`config.mk`:
```
export PLATFORM = sky130hd
export DESIGN_NAME = divider_and_reload_timer
export DESIGN_NICKNAME = d
export VERILOG_FILES = /design/src/rtl/core/drt_pkg.sv /design/src/rtl/core/drt_regs.sv /design/src/rtl/core/drt_front.sv /design/src/rtl/core/drt_back.sv /design/src/rtl/core/divider_and_reload_timer.sv
export SDC_FILE = /design/constraint.sdc
export NUM_CORES = 1
export LEC_CHECK = 0
export CORE_MARGIN = 2
export CORE_UTILIZATION = 60
export CTS_CLUSTER_SIZE = 24
export DETAILED_ROUTE_END_ITERATION = 7
export DONT_BUFFER_PORTS = 1
export HOLD_SLACK_MARGIN = 0.1
export PLACE_DENSITY = 0.76
export SYNTH_ARGS = -nofsm -noshare
export SYNTH_HDL_FRONTEND = slang
export SYNTH_SLANG_ARGS = --single-unit
```
`constraint.sdc`:
```
create_clock -name i_clk -period 10.3 [get_ports i_clk]
set_clock_uncertainty 0.2 [all_clocks]
set_input_delay 2.575 -clock i_clk [delete_from_list [all_inputs] [get_ports i_clk]]
set_output_delay 2.575 -clock i_clk [all_outputs]
set_load 0.02 [all_outputs]
```
`src/rtl/core/drt_pkg.sv`:
```
// ----------------------------------------------------------------------------
// drt_pkg
// Shared types and constants of the divider and reload timer.
// ----------------------------------------------------------------------------
package drt_pkg;

    localparam int CYCLE_WIDTH_DEF = 32;
    localparam int ADDR_W          = 5;
    localparam int DATA_W          = 32;
    localparam int Q_DEPTH         = 2;
    localparam int Q_PTR_W         = $clog2(Q_DEPTH);
    localparam int Q_CNT_W         = $clog2(Q_DEPTH + 1);

    localparam logic [2:0] CTL_ENABLE = 3'h4;
    localparam logic [2:0] CTL_SELECT = 3'h3;
    localparam logic [7:0] COUNT_TOP  = 8'hFF;

    // input kind codes
    localparam logic [1:0] KIND_SYNC    = 2'd0;
    localparam logic [1:0] KIND_DIV_RST = 2'd1;
    localparam logic [1:0] KIND_WR_CTL  = 2'd2;

    typedef enum logic [2:0] {
        REG_DIV_PERIOD = 3'd0,
        REG_PERIOD_SEL0 = 3'd1,
        REG_PERIOD_SEL1 = 3'd2,
        REG_PERIOD_SEL2 = 3'd3,
        REG_PERIOD_SEL3 = 3'd4,
        REG_RELOAD      = 3'd5,
        REG_IRQ_EN      = 3'd6
    } t_reg_idx;

    typedef enum logic [1:0] {
        OP_SYNC,
        OP_DIV_RST,
        OP_WR_CTL,
        OP_NONE
    } t_op;

    typedef struct packed {
        logic [1:0]  kind;
        logic [31:0] cycle_now;
        logic [2:0]  control_value;
    } t_in_item;

    typedef struct packed {
        logic [7:0] div_value;
        logic [7:0] count_value;
        logic       irq_raised;
    } t_out_item;

    typedef struct packed {
        t_op         op;
        logic [31:0] cycle_now;
        logic [2:0]  ctl;
    } t_cmd;

    typedef struct packed {
        logic [15:0]       div_period;
        logic [3:0][15:0]  period_sel;
        logic [7:0]        reload_value;
        logic              irq_enable;
    } t_cfg;

endpackage

```
`src/rtl/core/drt_regs.sv`:
```
// ----------------------------------------------------------------------------
// drt_regs
// APB-style configuration registers, one per word address.
// ----------------------------------------------------------------------------
module drt_regs (
    input  logic                        i_clk,
    input  logic                        i_rst_n,
    input  logic                        psel,
    input  logic                        penable,
    input  logic                        pwrite,
    input  logic [drt_pkg::ADDR_W-1:0]  paddr,
    input  logic [drt_pkg::DATA_W-1:0]  pwdata,
    output logic [drt_pkg::DATA_W-1:0]  prdata,
    output logic                        pready,
    output drt_pkg::t_cfg               o_cfg
);
    import drt_pkg::*;

    t_cfg     r_cfg;
    t_reg_idx idx;
    logic     wr_en;

    assign idx    = t_reg_idx'(paddr[ADDR_W-1:2]);
    assign wr_en  = psel && penable && pwrite;
    assign pready = 1'b1;
    assign o_cfg  = r_cfg;

    always_ff @(posedge i_clk) begin
        if (!i_rst_n) begin
            r_cfg.div_period    <= 16'd256;
            r_cfg.period_sel[0] <= 16'd1024;
            r_cfg.period_sel[1] <= 16'd16;
            r_cfg.period_sel[2] <= 16'd64;
            r_cfg.period_sel[3] <= 16'd256;
            r_cfg.reload_value  <= 8'd0;
            r_cfg.irq_enable    <= 1'b0;
        end else if (wr_en) begin
            unique case (idx)
                REG_DIV_PERIOD:  r_cfg.div_period    <= pwdata[15:0];
                REG_PERIOD_SEL0: r_cfg.period_sel[0] <= pwdata[15:0];
                REG_PERIOD_SEL1: r_cfg.period_sel[1] <= pwdata[15:0];
                REG_PERIOD_SEL2: r_cfg.period_sel[2] <= pwdata[15:0];
                REG_PERIOD_SEL3: r_cfg.period_sel[3] <= pwdata[15:0];
                REG_RELOAD:      r_cfg.reload_value  <= pwdata[7:0];
                REG_IRQ_EN:      r_cfg.irq_enable    <= pwdata[0];
                default: ;
            endcase
        end
    end

    always_comb begin
        unique case (idx)
            REG_DIV_PERIOD:  prdata = DATA_W'(r_cfg.div_period);
            REG_PERIOD_SEL0: prdata = DATA_W'(r_cfg.period_sel[0]);
            REG_PERIOD_SEL1: prdata = DATA_W'(r_cfg.period_sel[1]);
            REG_PERIOD_SEL2: prdata = DATA_W'(r_cfg.period_sel[2]);
            REG_PERIOD_SEL3: prdata = DATA_W'(r_cfg.period_sel[3]);
            REG_RELOAD:      prdata = DATA_W'(r_cfg.reload_value);
            REG_IRQ_EN:      prdata = DATA_W'(r_cfg.irq_enable);
            default:         prdata = '0;
        endcase
    end

endmodule

```
`src/rtl/core/drt_front.sv`:
```
// ----------------------------------------------------------------------------
// drt_front
// Accepts input words, decodes the kind and queues commands for the back end.
// ----------------------------------------------------------------------------
module drt_front (
    input  logic              i_clk,
    input  logic              i_rst_n,
    input  logic              push,
    output logic              full,
    input  drt_pkg::t_in_item i_in,
    output logic              o_cmd_valid,
    output drt_pkg::t_cmd     o_cmd,
    input  logic              i_cmd_take
);
    import drt_pkg::*;

    t_cmd               r_mem [Q_DEPTH];
    logic [Q_PTR_W-1:0] r_wptr, r_rptr;
    logic [Q_CNT_W-1:0] r_cnt;
    t_cmd               cmd;
    logic               do_push, do_pop;

    always_comb begin
        cmd.cycle_now = i_in.cycle_now;
        cmd.ctl       = i_in.control_value;
        unique case (i_in.kind)
            KIND_SYNC:    cmd.op = OP_SYNC;
            KIND_DIV_RST: cmd.op = OP_DIV_RST;
            KIND_WR_CTL:  cmd.op = OP_WR_CTL;
            default:      cmd.op = OP_NONE;
        endcase
    end

    assign full        = (r_cnt == Q_CNT_W'(Q_DEPTH));
    assign do_push     = push && !full;
    assign o_cmd_valid = (r_cnt != '0);
    assign do_pop      = i_cmd_take && o_cmd_valid;
    assign o_cmd       = r_mem[r_rptr];

    always_ff @(posedge i_clk) begin
        if (do_push) begin
            r_mem[r_wptr] <= cmd;
        end
    end

    always_ff @(posedge i_clk) begin
        if (!i_rst_n) begin
            r_wptr <= '0;
            r_rptr <= '0;
            r_cnt  <= '0;
        end else begin
            if (do_push) begin
                r_wptr <= r_wptr + 1'b1;
            end
            if (do_pop) begin
                r_rptr <= r_rptr + 1'b1;
            end
            r_cnt <= r_cnt + Q_CNT_W'(do_push) - Q_CNT_W'(do_pop);
        end
    end

endmodule

```
`src/rtl/core/drt_back.sv`:
```
// ----------------------------------------------------------------------------
// drt_back
// Executes one command per cycle, while the result queue has room, on the
// divider and counter state and queues the result word.
// ----------------------------------------------------------------------------
module drt_back #(
    parameter int CYCLE_WIDTH = drt_pkg::CYCLE_WIDTH_DEF
) (
    input  logic               i_clk,
    input  logic               i_rst_n,
    input  drt_pkg::t_cfg      i_cfg,
    input  logic               i_cmd_valid,
    input  drt_pkg::t_cmd      i_cmd,
    output logic               o_cmd_take,
    output logic               empty,
    input  logic               pop,
    output drt_pkg::t_out_item o_out
);
    import drt_pkg::*;

    logic [7:0]             r_div, n_div;
    logic [7:0]             r_cnt, n_cnt;
    logic [2:0]             r_ctl, n_ctl;
    logic [CYCLE_WIDTH-1:0] r_div_base, n_div_base;
    logic [CYCLE_WIDTH-1:0] r_cnt_base, n_cnt_base;

    logic [CYCLE_WIDTH-1:0] now, div_el, cnt_el, div_per, cnt_per;
    logic [2:0]             ctl;
    logic                   do_cnt, irq;

    t_out_item          r_mem [Q_DEPTH];
    logic [Q_PTR_W-1:0] r_wptr, r_rptr;
    logic [Q_CNT_W-1:0] r_qcnt;
    logic               fire, do_pop;

    always_comb begin
        n_div      = r_div;
        n_cnt      = r_cnt;
        n_ctl      = r_ctl;
        n_div_base = r_div_base;
        n_cnt_base = r_cnt_base;
        irq        = 1'b0;
        do_cnt     = 1'b0;

        now     = CYCLE_WIDTH'(i_cmd.cycle_now);
        div_per = CYCLE_WIDTH'(i_cfg.div_period);
        div_el  = now - r_div_base;
        ctl     = (i_cmd.op == OP_WR_CTL) ? i_cmd.ctl : r_ctl;
        cnt_per = CYCLE_WIDTH'(i_cfg.period_sel[2'(ctl & CTL_SELECT)]);
        cnt_el  = now - r_cnt_base;

        unique case (i_cmd.op)
            OP_SYNC: begin
                if (div_el >= div_per) begin
                    n_div      = r_div + 8'd1;
                    n_div_base = r_div_base + div_per;
                end
                do_cnt = 1'b1;
            end
            OP_DIV_RST: begin
                n_div      = '0;
                n_div_base = now;
            end
            OP_WR_CTL: begin
                n_ctl  = ctl;
                do_cnt = 1'b1;
            end
            OP_NONE: ;
            default: ;
        endcase

        if (do_cnt) begin
            if ((ctl & CTL_ENABLE) != '0) begin
                if (cnt_el >= cnt_per) begin
                    if (r_cnt == COUNT_TOP) begin
                        n_cnt = i_cfg.reload_value;
                        irq   = i_cfg.irq_enable;
                    end else begin
                        n_cnt = r_cnt + 8'd1;
                    end
                    n_cnt_base = r_cnt_base + cnt_per;
                end
            end else begin
                // disabled: period base tracks the cycle count
                n_cnt_base = now;
            end
        end
    end

    assign o_cmd_take = (r_qcnt != Q_CNT_W'(Q_DEPTH));
    assign fire       = i_cmd_valid && o_cmd_take;
    assign empty      = (r_qcnt == '0);
    assign do_pop     = pop && !empty;
    assign o_out      = r_mem[r_rptr];

    always_ff @(posedge i_clk) begin
        if (fire) begin
            r_mem[r_wptr] <= '{div_value: n_div, count_value: n_cnt, irq_raised: irq};
        end
    end

    always_ff @(posedge i_clk) begin
        if (!i_rst_n) begin
            r_div      <= '0;
            r_cnt      <= '0;
            r_ctl      <= '0;
            r_div_base <= '0;
            r_cnt_base <= '0;
            r_wptr     <= '0;
            r_rptr     <= '0;
            r_qcnt     <= '0;
        end else begin
            if (fire) begin
                r_div      <= n_div;
                r_cnt      <= n_cnt;
                r_ctl      <= n_ctl;
                r_div_base <= n_div_base;
                r_cnt_base <= n_cnt_base;
                r_wptr     <= r_wptr + 1'b1;
            end
            if (do_pop) begin
                r_rptr <= r_rptr + 1'b1;
            end
            r_qcnt <= r_qcnt + Q_CNT_W'(fire) - Q_CNT_W'(do_pop);
        end
    end

endmodule

```
`src/rtl/core/divider_and_reload_timer.sv`:
```
// ----------------------------------------------------------------------------
// divider_and_reload_timer
// Free-running divider and reloadable counter stepped by machine cycle count.
// ----------------------------------------------------------------------------
// Takes one word per clock and returns one result word per clock when
// pop keeps up. A pushed word waits in the input queue, is executed when
// the result queue has room, and its result is written to the result queue.
// The rate is set by the execute stage (elapsed-cycle subtract and compare on
// each unit); two-entry queues sit on the input side and the result side so
// each end may stall independently. Registers sit at byte addresses 4*i and
// must only be written while the timer is idle.
module divider_and_reload_timer #(
    parameter int CYCLE_WIDTH = drt_pkg::CYCLE_WIDTH_DEF
) (
    input  logic                        i_clk,
    input  logic                        i_rst_n,
    input  logic                        push,
    output logic                        full,
    input  drt_pkg::t_in_item           i_in,
    output logic                        empty,
    input  logic                        pop,
    output drt_pkg::t_out_item          o_out,
    input  logic                        psel,
    input  logic                        penable,
    input  logic                        pwrite,
    input  logic [drt_pkg::ADDR_W-1:0]  paddr,
    input  logic [drt_pkg::DATA_W-1:0]  pwdata,
    output logic [drt_pkg::DATA_W-1:0]  prdata,
    output logic                        pready
);
    import drt_pkg::*;

    t_cfg cfg;
    t_cmd cmd;
    logic cmd_valid, cmd_take;

    drt_regs u_regs (
        .i_clk   (i_clk),
        .i_rst_n (i_rst_n),
        .psel    (psel),
        .penable (penable),
        .pwrite  (pwrite),
        .paddr   (paddr),
        .pwdata  (pwdata),
        .prdata  (prdata),
        .pready  (pready),
        .o_cfg   (cfg)
    );

    drt_front u_front (
        .i_clk       (i_clk),
        .i_rst_n     (i_rst_n),
        .push        (push),
        .full        (full),
        .i_in        (i_in),
        .o_cmd_valid (cmd_valid),
        .o_cmd       (cmd),
        .i_cmd_take  (cmd_take)
    );

    drt_back #(
        .CYCLE_WIDTH (CYCLE_WIDTH)
    ) u_back (
        .i_clk       (i_clk),
        .i_rst_n     (i_rst_n),
        .i_cfg       (cfg),
        .i_cmd_valid (cmd_valid),
        .i_cmd       (cmd),
        .o_cmd_take  (cmd_take),
        .empty       (empty),
        .pop         (pop),
        .o_out       (o_out)
    );

endmodule

```
==> impl_metrics.yaml <==
synth:
  yosysMostFrequentCell: "nand2_1"
  syn-instance-count: 2365
  synthXorXnorAreaFrac: 0.0324
  async_flop_share: 0
  synth_top_area_frac: 0.180
  syn_area_sq_mm: 0.0203
  ys_warn_count: 0
  synth_top_area_cell: "dfxtp_1"
  synth-seq-area-share: 0.339
  synth_simple_gate_area_frac: 0.176
  ys_ff_latch: 290
  synth-compound-area-share: 0.212
  syn_avg_cell_area_sq_um: 8.58
  synth_area_leaders: "dfxtp_1, edfxtp_1, ha_1"
  synthTopCellsByCount: "nand2_1, a21oi_1, dfxtp_1"
  synthMuxAreaShare: 0.0889
  synth-main-ff-cell: "dfxtp_1"
  synthAdderAreaFrac: 0.0878
  synth_edf_count: 108
  synth_top_family_by_area: "compound AO/OA/AOI/OAI gates"
  synthDistinctLibCells: 98
die:
  start_util: 0.607
  dieArea_sq_mm: 0.0353
  dieHeight_microns: 188
  fp.coreArea_sq_mm: 0.0334
  die_x_microns: 188
  fp-row-count: 67
  io_pins: 133
place:
  hpwl_microns: 42500
  place_area_sq_mm: 0.0204
  pre_cts_ws_ps: 2680
  port-buffer-count: 0
  routabilityCongestion: 0.948
  dp_cells: 2701
timing:
  fmax_ghz: 0.128
  finalCriticalPeriod_ps: 7810
  hold_ws_ps: 267
  slew_violations: 0
  setup_slack_ps: 2490
  slew_headroom: 0.233
  worst_pin_slew_ps: 1150
  finalSetupTns_ps: 0
  setup_viol: 0
  rsz0062_at_grt: "false"
  hold_violations: 0
  min_period_over_period: 0.758
run:
  maxCapViolCount: 0
global_route:
  grt_pass1_vias: 17100
  met2_usage: 0.525
  use_met1: 0.433
  grt_use_total: 0.325
  grtUsageMet3: 0.0494
  grt.overflow.total: 0
  grt_max_degree: 80
  grt_pass1_wl_microns: 92100
  grt-busiest-layer: "met2"
  grt_antenna_before_repair: 0
clock_tree:
  cts_resized: 0
  cts_max_level: 1
  cts-root-buf: "clkbuf_16"
  path_clk_slew_ps: 60
  clockBufferDepth: 3
  post-cts-setup-buffers: 0
  clk_latency_ps: 610
  cts_tree: "done"
  hold_buffers: 0
  numCtsBuffers: 31
  clock-sinks: 290
cells_and_area:
  stdcell_count: 2758
  final_util: 0.645
  diodes: 0
  drive_above_1_share: 0.0913
  postLayoutCellArea_sq_mm: 0.0216
  finalNetCount: 2507
  syn_to_final_growth_pct: 6.23
pwr:
  cellPowerDensity_mw_per_mm2: 305
  fin_total_pwr_mw: 6.58
  ir_worst_vdd_uv: 170
  cellLeakagePower_nw: 7.98
routing:
  drtIter0Drc: 1728
  drc: 0
  post_drt_wl_per_cell_microns: 21.4
  final_antenna_net_count: 0
  first_pass_iters: 6
  route.vias.total: 18100
  drt-total-wl_microns: 58900
  vias_per_cell: 6.56
setup_path:
  worstPathMaxFanout: 38
  critical_path_arrival_ps: 7960
  required_ps: 10450
  critical_path_class: "reg2reg"
  reg2reg_slack_ps: 2490
  end_kind: "register"
  start_kind: "register"
hold_path:
  min_path_type: "reg2reg"
outcome:
  status: "finished clean"
[where the power goes]
group / leakage (nW) / internal, mW / switching [mW]
Combinational: 4.93 / 1.41 / 2.42
Clock: 0.553 / 0.755 / 0.504
Sequential: 2.49 / 1.39 / 0.109
[final timing paths]
kind / startpoint / end / cells after the start
setup / recovery: register / u_back.r_mem[0][2]$_DFFE_PP_ / 20
hold / removal: u_regs.o_cfg[49]$_SDFFE_PN0P_ / u_regs.o_cfg[49]$_SDFFE_PN0P_ / 2
setup reg to reg: register / u_back.r_mem[0][2]$_DFFE_PP_ / 20
hold reg to reg: u_regs.o_cfg[49]$_SDFFE_PN0P_ / u_regs.o_cfg[49]$_SDFFE_PN0P_ / 2
[cell type report]
type / count / area, sq um
clock buffers: 31 / 776
clock inverters: 26 / 364
fillers: 2793 / 11900
inverters: 154 / 581
multi-input cells: 1786 / 12200
flip-flops and latches: 290 / 6890
well taps: 448 / 561
repair buffers: 23 / 173
[state kept, by name (all words and copies together) (netlist names), 2 cells and up, named ones only]
signal and flops:
u_back.r_cnt 8, u_back.r_cnt_base 32, u_back.r_ctl 3, u_back.r_div 8
u_back.r_div_base 32, u_back.r_mem 34, u_back.r_qcnt 2, u_front.r_cnt 2
u_front.r_mem 74, u_regs.o_cfg 89
[layer usage]
layer,part of all wire,vias to the layer above
met1,0.41,8568
met4,0.045,0
met2,0.46,914
met5,0,-
met3,0.086,167
li1,-,8441
[logic make-up after synthesis]
kind of cell,Yosys count
simple gates,768
buf+inv,304
compound gates,634
other cells,2
fa+ha+maj,140
xor+xnor,75
flops,290
mux,152
[critical path, stage by stage, from the launching register on]
cell and delay, ps:
dfxtp_2 310, buf_4 440, mux2_2 590, nor2_1 560, nand2_1 200, o21ai_4 430, buf_4 380, mux2i_1 100
mux2_2 300, ha_1 320, a21o_1 160, a21oi_1 230, nor4b_1 360, a21oi_1 190, a2111oi_0 480, nand3_1 230
a2111oi_4 280, nand4_2 230, nor2_2 820, nor3_1 320, mux2_2 370
[cell usage in the layout, fill, tap and decap left out, types with 62 or more instances in the layout]
master	synthesis	final
a21oi_1	205	204
nor2_1	142	140
edfxtp_1	108	108
dfxtp_1	182	181
o21ai_0	85	85
mux2i_1	73	73
inv_1	153	152
mux2_2	62	62
nand2_1	341	341
ha_1	136	136
(Power assumes the default switching activity.)
